$ cat src/hdl/bgnc_pkg.sv
package bgnc_pkg;

	// Largest grid side the line buffer holds
	localparam int MAX_SIZE = 32;

	// Widths fixed by the interface
	localparam int SIZE_W  = 6;
	localparam int COORD_W = 5;
	localparam int CNT_W   = 4;

	// Line buffer: one word per column, the two most recent rows
	localparam int ADDR_W = (MAX_SIZE > 1) ? $clog2(MAX_SIZE) : 1;
	localparam int LINE_W = 2;

	// Row and column position counters, and a common width for size compares
	localparam int POS_W = ADDR_W;
	localparam int CMP_W = (SIZE_W > ADDR_W + 1) ? SIZE_W : ADDR_W + 1;

	localparam int GRID_RESET = 32;

	// Which result the datapath forms in the output register
	typedef enum logic [1:0] {
		EMIT_DIAG,
		EMIT_EDGE,
		EMIT_FLUSH
	} emit_kind_t;

	// Controller to datapath
	typedef struct packed {
		logic       take;
		logic       load;
		logic       fl_read;
		logic       fl_shift;
		logic       emit;
		emit_kind_t kind;
		logic       last;
	} cmd_t;

	// Datapath to controller
	typedef struct packed {
		logic e1;
		logic e2;
		logic fl;
		logic fl_first;
		logic fl_last;
		logic out_free;
	} status_t;

endpackage

$ cat src/hdl/binary_grid_neighbor_count.sv
// Streaming 3x3 box sum over a square binary grid of side grid_size (1..32,
// 0 acts as 1, larger values clamp to 32). Cells come in raster order, one
// mine bit per transaction; each result gives a cell's row, column and the
// number of mines in its 3x3 neighbourhood (itself included, off-grid cells
// empty). Results trail the input by one row and one column, and the final
// cell of a grid flushes the whole last row; last marks the final result of
// each input transaction. Writing grid_size restarts the raster at row 0.
// A new cell is taken only once the last is through. A cell releases 0 to 2
// results; after the final cell of a grid each flush result waits for a
// registered line buffer read and a window shift of its own, and the first
// column read only primes the window. A stalled output holds the sequencer.
// The line buffer needs no clearing after reset: rows not yet written in the
// current grid are masked off.
module binary_grid_neighbor_count (
	input  logic                          clk,
	input  logic                          arst_n,
	input  logic                          cfg_valid,
	output logic                          cfg_ready,
	input  logic [bgnc_pkg::SIZE_W-1:0]   grid_size,
	input  logic                          in_valid,
	output logic                          in_ready,
	input  logic                          mine,
	output logic                          out_valid,
	input  logic                          out_ready,
	output logic [bgnc_pkg::COORD_W-1:0]  row_index,
	output logic [bgnc_pkg::COORD_W-1:0]  col_index,
	output logic [bgnc_pkg::CNT_W-1:0]    neighbor_count,
	output logic                          last
);

	bgnc_pkg::cmd_t    cmd;
	bgnc_pkg::status_t sts;

	// Sequencer
	bgnc_ctrl u_ctrl (
		.clk      (clk),
		.arst_n   (arst_n),
		.in_valid (in_valid),
		.in_ready (in_ready),
		.cfg_ready(cfg_ready),
		.sts      (sts),
		.cmd      (cmd)
	);

	// Counters, line buffer, window and output register
	bgnc_dp u_dp (
		.clk           (clk),
		.arst_n        (arst_n),
		.cfg_we        (cfg_valid && cfg_ready),
		.cfg_data      (grid_size),
		.mine          (mine),
		.cmd           (cmd),
		.sts           (sts),
		.out_valid     (out_valid),
		.out_ready     (out_ready),
		.row_index     (row_index),
		.col_index     (col_index),
		.neighbor_count(neighbor_count),
		.last          (last)
	);

	// One cell at a time: busy straight after taking one
	assert property (@(posedge clk) disable iff (!arst_n)
		in_valid && in_ready |=> !in_ready)
		else $error("input taken while a cell is still in work");

	// A 3x3 neighbourhood holds at most nine mines
	assert property (@(posedge clk) disable iff (!arst_n)
		out_valid |-> neighbor_count <= bgnc_pkg::CNT_W'(9))
		else $error("neighbour count above nine");

	// No result is formed while the block takes a new cell
	assert property (@(posedge clk) disable iff (!arst_n)
		in_ready |-> !cmd.emit && !cmd.load)
		else $error("datapath busy while idle");

	// A result leaves the sequencer only when the output register can take it
	assert property (@(posedge clk) disable iff (!arst_n)
		cmd.emit && sts.out_free |=> out_valid)
		else $error("result lost on its way to the output register");

endmodule

$ cat src/hdl/bgnc_ram.sv
module bgnc_ram #(
	parameter int WIDTH = 2,
	parameter int DEPTH = 32
) (
	input  logic                     clk,
	input  logic                     we,
	input  logic [$clog2(DEPTH)-1:0] waddr,
	input  logic [WIDTH-1:0]         wdata,
	input  logic                     re,
	input  logic [$clog2(DEPTH)-1:0] raddr,
	output logic [WIDTH-1:0]         rdata
);

	logic [WIDTH-1:0] mem_q [DEPTH];

	// Write port
	always_ff @(posedge clk) begin
		if (we) begin
			mem_q[waddr] <= wdata;
		end
	end

	// Registered read port
	always_ff @(posedge clk) begin
		if (re) begin
			rdata <= mem_q[raddr];
		end
	end

endmodule

$ cat src/hdl/bgnc_ctrl.sv
module bgnc_ctrl (
	input  logic              clk,
	input  logic              arst_n,
	input  logic              in_valid,
	output logic              in_ready,
	output logic              cfg_ready,
	input  bgnc_pkg::status_t sts,
	output bgnc_pkg::cmd_t    cmd
);

	typedef enum logic [2:0] {
		ST_IDLE,
		ST_LOAD,
		ST_DIAG,
		ST_EDGE,
		ST_FRD,
		ST_FSH,
		ST_FEMIT
	} state_t;

	state_t state_q;
	state_t state_d;

	// Where to go once the line buffer has been updated or a result is out
	function automatic state_t after_diag(input bgnc_pkg::status_t s);
		state_t nxt;
		if (s.e2) begin
			nxt = ST_EDGE;
		end else if (s.fl) begin
			nxt = ST_FRD;
		end else begin
			nxt = ST_IDLE;
		end
		return nxt;
	endfunction

	// Next state
	always_comb begin
		state_d = state_q;
		unique case (state_q)
			ST_IDLE: begin
				if (in_valid) begin
					state_d = ST_LOAD;
				end
			end
			ST_LOAD: begin
				if (sts.e1) begin
					state_d = ST_DIAG;
				end else begin
					state_d = after_diag(sts);
				end
			end
			ST_DIAG: begin
				if (sts.out_free) begin
					state_d = after_diag(sts);
				end
			end
			ST_EDGE: begin
				if (sts.out_free) begin
					state_d = sts.fl ? ST_FRD : ST_IDLE;
				end
			end
			ST_FRD: begin
				state_d = ST_FSH;
			end
			ST_FSH: begin
				// first column read only primes the window
				state_d = sts.fl_first ? ST_FRD : ST_FEMIT;
			end
			ST_FEMIT: begin
				if (sts.out_free) begin
					state_d = sts.fl_last ? ST_IDLE : ST_FRD;
				end
			end
			default: begin
				state_d = ST_IDLE;
			end
		endcase
	end

	// State register
	always_ff @(posedge clk or negedge arst_n) begin
		if (!arst_n) begin
			state_q <= ST_IDLE;
		end else begin
			state_q <= state_d;
		end
	end

	// Commands decoded from state
	always_comb begin
		cmd.take     = 1'b0;
		cmd.load     = 1'b0;
		cmd.fl_read  = 1'b0;
		cmd.fl_shift = 1'b0;
		cmd.emit     = 1'b0;
		cmd.kind     = bgnc_pkg::EMIT_DIAG;
		cmd.last     = 1'b0;
		unique case (state_q)
			ST_IDLE: begin
				cmd.take = in_valid;
			end
			ST_LOAD: begin
				cmd.load = 1'b1;
			end
			ST_DIAG: begin
				cmd.emit = 1'b1;
				cmd.kind = bgnc_pkg::EMIT_DIAG;
				cmd.last = !sts.e2 && !sts.fl;
			end
			ST_EDGE: begin
				cmd.emit = 1'b1;
				cmd.kind = bgnc_pkg::EMIT_EDGE;
				cmd.last = !sts.fl;
			end
			ST_FRD: begin
				cmd.fl_read = 1'b1;
			end
			ST_FSH: begin
				cmd.fl_shift = 1'b1;
			end
			ST_FEMIT: begin
				cmd.emit = 1'b1;
				cmd.kind = bgnc_pkg::EMIT_FLUSH;
				cmd.last = sts.fl_last;
			end
			default: begin
				cmd.take = 1'b0;
			end
		endcase
	end

	assign in_ready  = (state_q == ST_IDLE);
	assign cfg_ready = (state_q == ST_IDLE);

endmodule

$ cat src/hdl/bgnc_dp.sv
module bgnc_dp (
	input  logic                           clk,
	input  logic                           arst_n,
	input  logic                           cfg_we,
	input  logic [bgnc_pkg::SIZE_W-1:0]    cfg_data,
	input  logic                           mine,
	input  bgnc_pkg::cmd_t                 cmd,
	output bgnc_pkg::status_t              sts,
	output logic                           out_valid,
	input  logic                           out_ready,
	output logic [bgnc_pkg::COORD_W-1:0]   row_index,
	output logic [bgnc_pkg::COORD_W-1:0]   col_index,
	output logic [bgnc_pkg::CNT_W-1:0]     neighbor_count,
	output logic                           last
);

	localparam int CW = bgnc_pkg::CMP_W;
	localparam int PW = bgnc_pkg::POS_W;

	logic [bgnc_pkg::SIZE_W-1:0] grid_q;
	logic [PW-1:0]               row_q;
	logic [PW-1:0]               col_q;
	logic [PW-1:0]               cur_r_q;
	logic [PW-1:0]               cur_c_q;
	logic                        mine_q;
	logic [CW-1:0]               fp_q;
	logic [2:0]                  win_q [3];

	logic [CW-1:0]               side;
	logic [CW-1:0]               side_m1;
	logic [CW-1:0]               row_w;
	logic [CW-1:0]               col_w;
	logic [CW-1:0]               pos_c;
	logic [CW-1:0]               pos_r;
	logic [CW-1:0]               cur_r_w;
	logic [CW-1:0]               cur_c_w;
	logic [CW-1:0]               c_inc;
	logic [CW-1:0]               r_inc;
	logic [CW-1:0]               c_nx;
	logic [CW-1:0]               r_nx;

	logic [bgnc_pkg::LINE_W-1:0] rd_data;
	logic                        ram_re;
	logic [bgnc_pkg::ADDR_W-1:0] ram_raddr;
	logic [2:0]                  new_col;

	logic [CW-1:0]               row_o;
	logic [CW-1:0]               col_o;
	logic [2:0]                  cmask;
	logic [2:0]                  rmask;
	logic [bgnc_pkg::CNT_W-1:0]  cnt;
	logic                        out_load;

	logic                        out_valid_q;
	logic [bgnc_pkg::COORD_W-1:0] row_index_q;
	logic [bgnc_pkg::COORD_W-1:0] col_index_q;
	logic [bgnc_pkg::CNT_W-1:0]  count_q;
	logic                        last_q;

	// Effective side: zero acts as one, oversize clamps to the buffer
	always_comb begin
		if (grid_q == '0) begin
			side = CW'(1);
		end else if (CW'(grid_q) > CW'(bgnc_pkg::MAX_SIZE)) begin
			side = CW'(bgnc_pkg::MAX_SIZE);
		end else begin
			side = CW'(grid_q);
		end
	end
	assign side_m1 = side - CW'(1);

	// Raster position of the incoming cell
	assign row_w = CW'(row_q);
	assign col_w = CW'(col_q);
	assign pos_r = (row_w >= side || col_w >= side) ? '0 : row_w;
	assign pos_c = (row_w >= side || col_w >= side) ? '0 : col_w;

	assign cur_r_w = CW'(cur_r_q);
	assign cur_c_w = CW'(cur_c_q);

	// Position after the current cell
	always_comb begin
		c_inc = cur_c_w + CW'(1);
		r_inc = cur_r_w + CW'(1);
		if (c_inc >= side) begin
			c_nx = '0;
			r_nx = (r_inc >= side) ? '0 : r_inc;
		end else begin
			c_nx = c_inc;
			r_nx = cur_r_w;
		end
	end

	// Size register and raster counters
	always_ff @(posedge clk or negedge arst_n) begin
		if (!arst_n) begin
			grid_q <= bgnc_pkg::SIZE_W'(bgnc_pkg::GRID_RESET);
			row_q  <= '0;
			col_q  <= '0;
		end else if (cfg_we) begin
			grid_q <= cfg_data;
			row_q  <= '0;
			col_q  <= '0;
		end else if (cmd.load) begin
			row_q <= r_nx[PW-1:0];
			col_q <= c_nx[PW-1:0];
		end
	end

	// Cell held while its line buffer word is read
	always_ff @(posedge clk) begin
		if (cmd.take) begin
			cur_r_q <= pos_r[PW-1:0];
			cur_c_q <= pos_c[PW-1:0];
			mine_q  <= mine;
		end
	end

	// Flush read pointer
	always_ff @(posedge clk or negedge arst_n) begin
		if (!arst_n) begin
			fp_q <= '0;
		end else if (cmd.load) begin
			fp_q <= '0;
		end else if (cmd.fl_shift) begin
			fp_q <= fp_q + CW'(1);
		end
	end

	// Line buffer: bit 1 the newer row, bit 0 the older
	assign ram_re    = cmd.take | cmd.fl_read;
	assign ram_raddr = cmd.take ? pos_c[bgnc_pkg::ADDR_W-1:0]
	                            : fp_q[bgnc_pkg::ADDR_W-1:0];

	bgnc_ram #(
		.WIDTH(bgnc_pkg::LINE_W),
		.DEPTH(bgnc_pkg::MAX_SIZE)
	) u_line (
		.clk  (clk),
		.we   (cmd.load),
		.waddr(cur_c_q[bgnc_pkg::ADDR_W-1:0]),
		.wdata({mine_q, rd_data[1]}),
		.re   (ram_re),
		.raddr(ram_raddr),
		.rdata(rd_data)
	);

	// 3x3 window, column 0 oldest; beyond the right edge a column is empty
	always_comb begin
		if (cmd.load) begin
			new_col = {mine_q, rd_data};
		end else if (fp_q < side) begin
			new_col = {1'b0, rd_data};
		end else begin
			new_col = '0;
		end
	end

	always_ff @(posedge clk) begin
		if (cmd.load || cmd.fl_shift) begin
			win_q[0] <= win_q[1];
			win_q[1] <= win_q[2];
			win_q[2] <= new_col;
		end
	end

	// Result coordinates and which window cells lie inside the grid
	always_comb begin
		case (cmd.kind)
			bgnc_pkg::EMIT_EDGE: begin
				row_o = cur_r_w - CW'(1);
				col_o = cur_c_w;
				cmask = 3'b011 << 1;
				rmask = {2'b11, cur_r_w >= CW'(2)};
			end
			bgnc_pkg::EMIT_FLUSH: begin
				row_o = side_m1;
				col_o = fp_q - CW'(2);
				cmask = {fp_q <= side, 1'b1, fp_q >= CW'(3)};
				rmask = {1'b0, 1'b1, side >= CW'(2)};
			end
			default: begin
				row_o = cur_r_w - CW'(1);
				col_o = cur_c_w - CW'(1);
				cmask = {2'b11, cur_c_w >= CW'(2)};
				rmask = {2'b11, cur_r_w >= CW'(2)};
			end
		endcase
	end

	// Box sum over the masked window
	always_comb begin
		cnt = '0;
		for (int k = 0; k < 3; k++) begin
			for (int i = 0; i < 3; i++) begin
				cnt = cnt + bgnc_pkg::CNT_W'(win_q[k][i] & cmask[k] & rmask[i]);
			end
		end
	end

	// Output register
	assign out_load = cmd.emit && (!out_valid_q || out_ready);

	always_ff @(posedge clk or negedge arst_n) begin
		if (!arst_n) begin
			out_valid_q <= 1'b0;
		end else if (out_load) begin
			out_valid_q <= 1'b1;
		end else if (out_ready) begin
			out_valid_q <= 1'b0;
		end
	end

	always_ff @(posedge clk) begin
		if (out_load) begin
			row_index_q <= bgnc_pkg::COORD_W'(row_o);
			col_index_q <= bgnc_pkg::COORD_W'(col_o);
			count_q     <= cnt;
			last_q      <= cmd.last;
		end
	end

	assign out_valid      = out_valid_q;
	assign row_index      = row_index_q;
	assign col_index      = col_index_q;
	assign neighbor_count = count_q;
	assign last           = last_q;

	// Status to the controller
	assign sts.e1       = (cur_r_w != '0) && (cur_c_w != '0);
	assign sts.e2       = (cur_r_w != '0) && (cur_c_w == side_m1);
	assign sts.fl       = (cur_r_w == side_m1) && (cur_c_w == side_m1);
	assign sts.fl_first = (fp_q == '0);
	assign sts.fl_last  = (fp_q == side + CW'(1));
	assign sts.out_free = !out_valid_q || out_ready;

endmodule

$ cat config.mk
export PLATFORM = sky130hd
export DESIGN_NAME = binary_grid_neighbor_count
export DESIGN_NICKNAME = d
export VERILOG_FILES = /design/src/hdl/bgnc_pkg.sv /design/src/hdl/binary_grid_neighbor_count.sv /design/src/hdl/bgnc_ram.sv /design/src/hdl/bgnc_ctrl.sv /design/src/hdl/bgnc_dp.sv
export SDC_FILE = /design/constraint.sdc
export NUM_CORES = 1
export LEC_CHECK = 0
export BUFFER_PORTS_ARGS = -buffer_cell sky130_fd_sc_hd__buf_2
export CAP_MARGIN = 20
export CORE_MARGIN = 2
export CORE_UTILIZATION = 60
export CTS_BUF_LIST = sky130_fd_sc_hd__clkbuf_16
export DETAILED_ROUTE_END_ITERATION = 10
export PLACE_DENSITY = 0.78
export SLEW_MARGIN = 20
export SYNTH_ARGS = -nofsm -noshare
export SYNTH_HDL_FRONTEND = slang
export SYNTH_HIERARCHICAL = 1
export SYNTH_SLANG_ARGS = --single-unit
export TNS_END_PERCENT = 1
$ cat constraint.sdc
create_clock -name clk -period 7 [get_ports clk]
set_input_delay 0.35 -clock clk [delete_from_list [all_inputs] [get_ports clk]]
set_output_delay 0.35 -clock clk [all_outputs]
set_load 0.02 [all_outputs]
== After elaboration in Yosys (flattened, before gate mapping) ==
Memories as Yosys holds them, arrays and structs flattened. A register that Yosys moved wholly into a read port is not among the register bits.
Index checks and enable logic that the tools add are counted.
Operators by class
  add/subtract/negate cells: 16
  order comparisons: 11
  equality and inequality tests: 15
  muxes and demuxes: 40
  bitwise operators: 19
  reductions and logical operators: 21
Operator list (number)
  5-bit 2-to-1 mux: 10
  4-bit by 1-bit AND with 4-bit output: 9
  4-bit adder: 8
  3-bit 2-to-1 mux: 10
  6-bit 2-to-1 mux: 4
  3-bit case mux with 7 select lines: 1
  5-bit by 1-bit adder with 6-bit output, second input constant: 2
  6-bit by 1-bit adder with 6-bit output, second input constant: 2
  5-bit by 6-bit == test with 1-bit output: 2
  5-bit by 6-bit greater-or-equal comparator with 1-bit output: 2
  6-bit by 2-bit greater-or-equal comparator with 1-bit output, second input constant: 2
  6-bit greater-or-equal comparator: 2
  6-bit logical NOT: 2
  4-bit case mux with 3 select lines: 1
  6-bit nonzero test: 2
  5-bit by 2-bit greater-or-equal comparator with 1-bit output, second input constant: 2
  1-bit 2-to-1 mux: 10
  5-bit case mux with 2 select lines: 1
  5-bit by 1-bit subtractor with 5-bit output, second input constant: 2
  1-bit AND: 9
  3-bit == test, second input constant: 3
  3-bit by 2-bit == test with 1-bit output, second input constant: 2
  6-bit == test: 1
  6-bit greater-than comparator, second input constant: 1
  18 further kinds: 32
Storage, ports and cells
  register bits: 52
  RAM bits: 73
  input port bits: 12
  output and inout bits: 18
  word-level logic and storage cells: 137
  memories kept: 2
Memory list
  u_dp.u_line.mem_q: depth 32, width 2, read ports 1, clocked after memory_dff 1, write ports 1, line bgnc_ram.sv:14  | logic [WIDTH-1:0] mem_q [DEPTH];
  u_dp.win_q: depth 3, width 3, read ports 3, clocked after memory_dff 0, write ports 3, line bgnc_dp.sv:27  | logic [2:0] win_q [3];

== Logic depth before layout (Yosys ltp) ==
  depth after elaboration: 21
  depth in mapped cells: 19
  depth with buffers taken out: 16

== Modules after synthesis ==
The synthesis kept the hierarchy.
Modules (own cells, without submodules)
  bgnc_dp: instances 1, cells each 407, area an instance 4022.6 um^2, seq. area each 1627.8 um^2
  bgnc_ram: instances 1, cells each 185, area an instance 2802.7 um^2, seq. area each 1981.9 um^2
  bgnc_ctrl: instances 1, cells each 43, area an instance 316.6 um^2, seq. area each 75.1 um^2
  binary_grid_neighbor_count: instances 1, cells each 1, area an instance 6.3 um^2, seq. area each 0.0 um^2

== Worst setup path after synthesis ==
OpenSTA, ideal clock, no wires.
  kind: register to register
  start: register u_ctrl.state_q[1]
  end: register u_dp.count_q, in the netlist u_dp/neighbor_count[2] (data pin)
  setup time: 257 ps
  arrival: 4336 ps
  setup slack: 2406 ps
  stages on the path, launching flop included: 17
  path buffers: 2
  period minus slack after synthesis: 4594 ps
  cell sequence: dfrtp_1 > buf_2 > inv_2 > nor3_1 > inv_1 > ha_1 > clkbuf_1 > nand2_1 > o21ai_0 > nand3_1 > fa_1 > fa_1 > inv_1 > fa_1 > fa_1 > fa_1 > xor2_1
RTL lines
  start: declaration: line bgnc_ctrl.sv:21  | state_t state_q;
  start signal: assignment: line bgnc_ctrl.sv:86  | state_q <= state_d;
  end signal: assignment: line bgnc_dp.sv:218  | count_q <= cnt;
  end: declaration: line bgnc_dp.sv:57  | logic [bgnc_pkg::CNT_W-1:0] count_q;

== Worst setup path after layout ==
  start: register u_dp/grid_q[3] (netlist name)
  end: register u_dp.count_q, in the netlist u_dp/neighbor_count[2] (data pin)
Between the ends
  word-level cells in the longest chain between the ends: 14
  elaborated cells on any way between the ends: 24
  those cells by class: add/sub (8); order compare (3); mux (4); bitwise (8); reduce/logical (1)
RTL lines
  start: declaration: line bgnc_dp.sv:20  | logic [bgnc_pkg::SIZE_W-1:0] grid_q;
  start signal: assignment: line bgnc_dp.sv:97  | grid_q <= bgnc_pkg::SIZE_W'(bgnc_pkg::GRID_RESET);
  start signal: assignment: line bgnc_dp.sv:101  | grid_q <= cfg_data;
  6-bit greater-than comparator: line bgnc_dp.sv:64  | end else if (CW'(grid_q) > CW'(bgnc_pkg::MAX_SIZE)) begin
  6-bit 2-to-1 mux: line bgnc_dp.sv:64
  6-bit 2-to-1 mux *: line bgnc_dp.sv:62  | if (grid_q == '0) begin
  6-bit by 2-bit greater-or-equal comparator with 1-bit output: line bgnc_dp.sv:180  | rmask = {1'b0, 1'b1, side >= CW'(2)};
  3-bit 2-to-1 mux
  4-bit by 1-bit AND with 4-bit output: line bgnc_dp.sv:196  | cnt = cnt + bgnc_pkg::CNT_W'(win_q[k][i] & cmask[k] & rmask[i]);
  4-bit adder (7 in a row): line bgnc_dp.sv:196
  4-bit adder *: line bgnc_dp.sv:196
  via u_dp.cnt (one bit): line bgnc_dp.sv:51  | logic [bgnc_pkg::CNT_W-1:0] cnt;
The timed path passes the listed nets; every way through them passes the cells marked *.
A chain may end at the register's enable or synchronous reset.

==> summary.md <==
| Metric | Value |
|---|---|
| Outcome | finished, violations left |
| Failing checks | DRC |
| Placed Area | 7350 µm² |
| Num Clock Sinks | 127 |
| Hold crit path type | primary input to flop |
| Max capacitance violation total | 0 |
| VDD IR max | 0.000249 V |
| Largest net degree at the start of global routing | 34 |
| Final Cycle Share | 0.743 |
| Synth warn | 6 |
| Syn nets | 700 |
| CTS clk-pin slew, worst paths | 0.06 ns |
| Number of antenna violations at the first check in global routing | 0 |
| TritonCTS Buffers | 17 |
| Gpl congestion | 0.888 |
| Register area | 3680 µm² |
| Cell area after layout | 7980 µm² |
| FFs w/ async S/R, synth | 0.205 |
| Syn Std Cell Area | 7150 µm² |
| Number of synthesized flops with an enable pin | 101 |
| Worst-path maximum fanout | 12 |
| Setup Crit Path Kind | flop to flop |
| Final design utilization | 0.693 |
| Die area | 12,800 µm² |
| Via density | 6.23 |
| First-pass GRT wire length | 25,400 µm |
| Worst Hold Slack | 0.102 ns |
| Unique masters post-synth | 69 |
| Worst path required time | 7.17 ns |
| Critical Path Sink Type | flop |
| Arrival time worst endpoint | 5.37 ns |
| Layout net count | 723 |
| Die X | 113 µm |
| Layout cells sized above 1 | 0.129 |
| Area Overhead vs Synth | 11.7% |
| Leakage power | 3.06 nW |
| Synthesized instance count | 636 |
| GR Overflow Total | 0 |
| # setup viols final | 0 |
| Final min period | 5.20 ns |
| Area leader, netlist | edfxtp_1 |
| Syn_area_per_cell | 11.2 µm² |
| Total number of vias | 5,076 |
| Worst R2R Setup Slack | 1.80 ns |
| Dpl ws | 1.91 ns |
| Final hold vios | 0 |
| DRT Pass-1 Iters | 9 |
| Core area | 11,500 µm² |
| Ant. Diodes | 0 |
| Area contributors post-synth | edfxtp_1 42%, dfrtp_1 8.8%, ha_1 8.2%, mux2i_1 4.9%, nor2_1 3.7% |
| Tightest Pin Transition | 1.09 ns |
| Type of origin of the critical path | flop |
| CTS tree | done |
| GRT Total Usage | 0.259 |
| Pwr Density | 494 nW/µm² |
| Vias in the first global route | 4,965 |
| Ys flop type | edfxtp_1 |
| Die H | 113 µm |
| Slew Limit Fails | 0 |
| Most common library cells after synthesis | 101 x edfxtp_1, 70 x nor2_1, 47 x ha_1 |
| IO Pins | 30 |
| Layout Cells excl Fill | 815 |
| Port Buf Inserts | 29 |
| DP Cell Count | 782 |
| WL per Instance | 19.4 µm |
| PnR worst setup slack | 1.80 ns |
| HPWL Detailed | 10,600 µm |
| Post-route ant nets | 0 |
| Post-CTS Resized | 0 |
| Layout Skew | 0.00780 ns |
| Register area share after synthesis | 0.515 |
| Root Buffer | clkbuf_16 |
| Flop and latch count out of synthesis | 127 |
| Site Rows | 39 |
| Initial Utilization | 0.621 |
| Postcts setup bufs | 0 |
| Setup tns final | 0 ns |
| Fmax | 0.192 GHz |
| Count leader, synth | edfxtp_1 |
| Total power | 3.94 mW |
| Filler cells | 820 |
| Area of the multi-input gates | 3190 µm² |
| RSZ-0062 raised after global routing | false |
| DRC | 3 |
| Skew-Pair Late Insertion Delay | 0.42 ns |
| Maximum buffer depth of the clock tree | 2 |
| H-tree depth | 4 |
| Relative slew margins | 0.271 |
| Final WL | 15,800 µm |
| Post-synth top area share | 0.424 |
| Iter 0 DRT Violations | 611 |
[power breakdown]
part / leakage (nW) / internal [mW] / switching (mW)
Clock: 0.304 / 0.594 / 0.326
Combinational: 1.49 / 0.673 / 1.04
Sequential: 1.26 / 1.10 / 0.212
[cells by family after synthesis]
kind of cell | count (synthesis) | synth area share
and+or+nand+nor | 230 | 0.162
AOI/OAI and AO/OA | 97 | 0.0945
DFF | 127 | 0.515
adders and majority gates | 52 | 0.0963
muxes | 41 | 0.0585
xor gates and xnor gates | 27 | 0.0331
buffers and inverters | 62 | 0.0406
[cell usage in the layout (no fill, tap or decap), types with 14 or more instances in the layout]
cell type  count
nor3_1        15
ha_1          47
nor2b_1       19
nand3_1       25
mux2i_1       35
o21ai_0       14
inv_1         32
buf_2         29
edfxtp_1     101
a21oi_1       21
dfrtp_1       25
nand2_1       44
a22oi_1       14
nor2_1        70
xnor2_1       14
clkbuf_16     17
[timing repair]
| action | 4_1_cts | 5_1_grt |
|---|---|---|
| hold buffers | 1 | 0 |
| endpoints found under the hold margin | 25 | 0 |
| setup endpoints to repair | 0 | 0 |
[path summary, 6_finish.rpt]
kind,startpoint,end,depth (start not counted)
hold / removal,mine,u_dp/mine_q$_DFFE_PP_,1
hold reg to reg,u_dp/win_q[0][5]$_DFFE_PP_,u_dp/win_q[0][2]$_DFFE_PP_,0
setup reg to reg,u_dp/grid_q[3]$_DFFE_PN0P_,u_dp/neighbor_count[2]$_DFFE_PP_,16
max in group asynchronous,arst_n,u_dp/col_q[1]$_DFFE_PN0P_,2
min in group asynchronous,arst_n,u_dp/grid_q[0]$_DFFE_PN0P_,2
setup / recovery,u_dp/grid_q[3]$_DFFE_PN0P_,u_dp/neighbor_count[2]$_DFFE_PP_,16
[critical path: stages (launching register included)]
cell,delay [ns]
dfrtp_1,0.50
nor4_1,0.43
nor2_1,0.07
nor2_1,0.48
ha_1,0.26
inv_1,0.04
a21oi_1,0.13
nor2_1,0.06
a211oi_1,0.41
nor4_1,0.15
or3_1,0.35
fa_1,0.49
inv_1,0.05
fa_1,0.50
fa_1,0.47
fa_1,0.40
xor2_1,0.15
[per-layer routing]
layer / GRT usage / share of wire
met2: 0.413 / 0.48
met5: 0 / 0
met1: 0.348 / 0.43
met4: 0.110 / 0.022
met3: 0.0541 / 0.065
[cell type report]
class | instances | area share
sequential | 127 | 0.462
multi-input combinational | 447 | 0.400
clock buffer | 17 | 0.0533
clock inverter | 15 | 0.0245
timing repair buffer | 34 | 0.0232
tap | 143 | 0.0224
inverter | 32 | 0.0150
[state kept, by name, summed over array words and instances, names as in the netlist, 4 cells and up]
register	cells
u_dp/grid_q	6
u_dp/col_index	5
u_dp/cur_c_q	5
u_dp/neighbor_count	4
u_dp/win_q	9
u_dp/fp_q	6
u_dp/cur_r_q	5
u_dp/row_index	5
u_dp/row_q	5
u_dp/u_line/mem_q	64
u_dp/col_q	5
(Power assumes the default switching activity.)
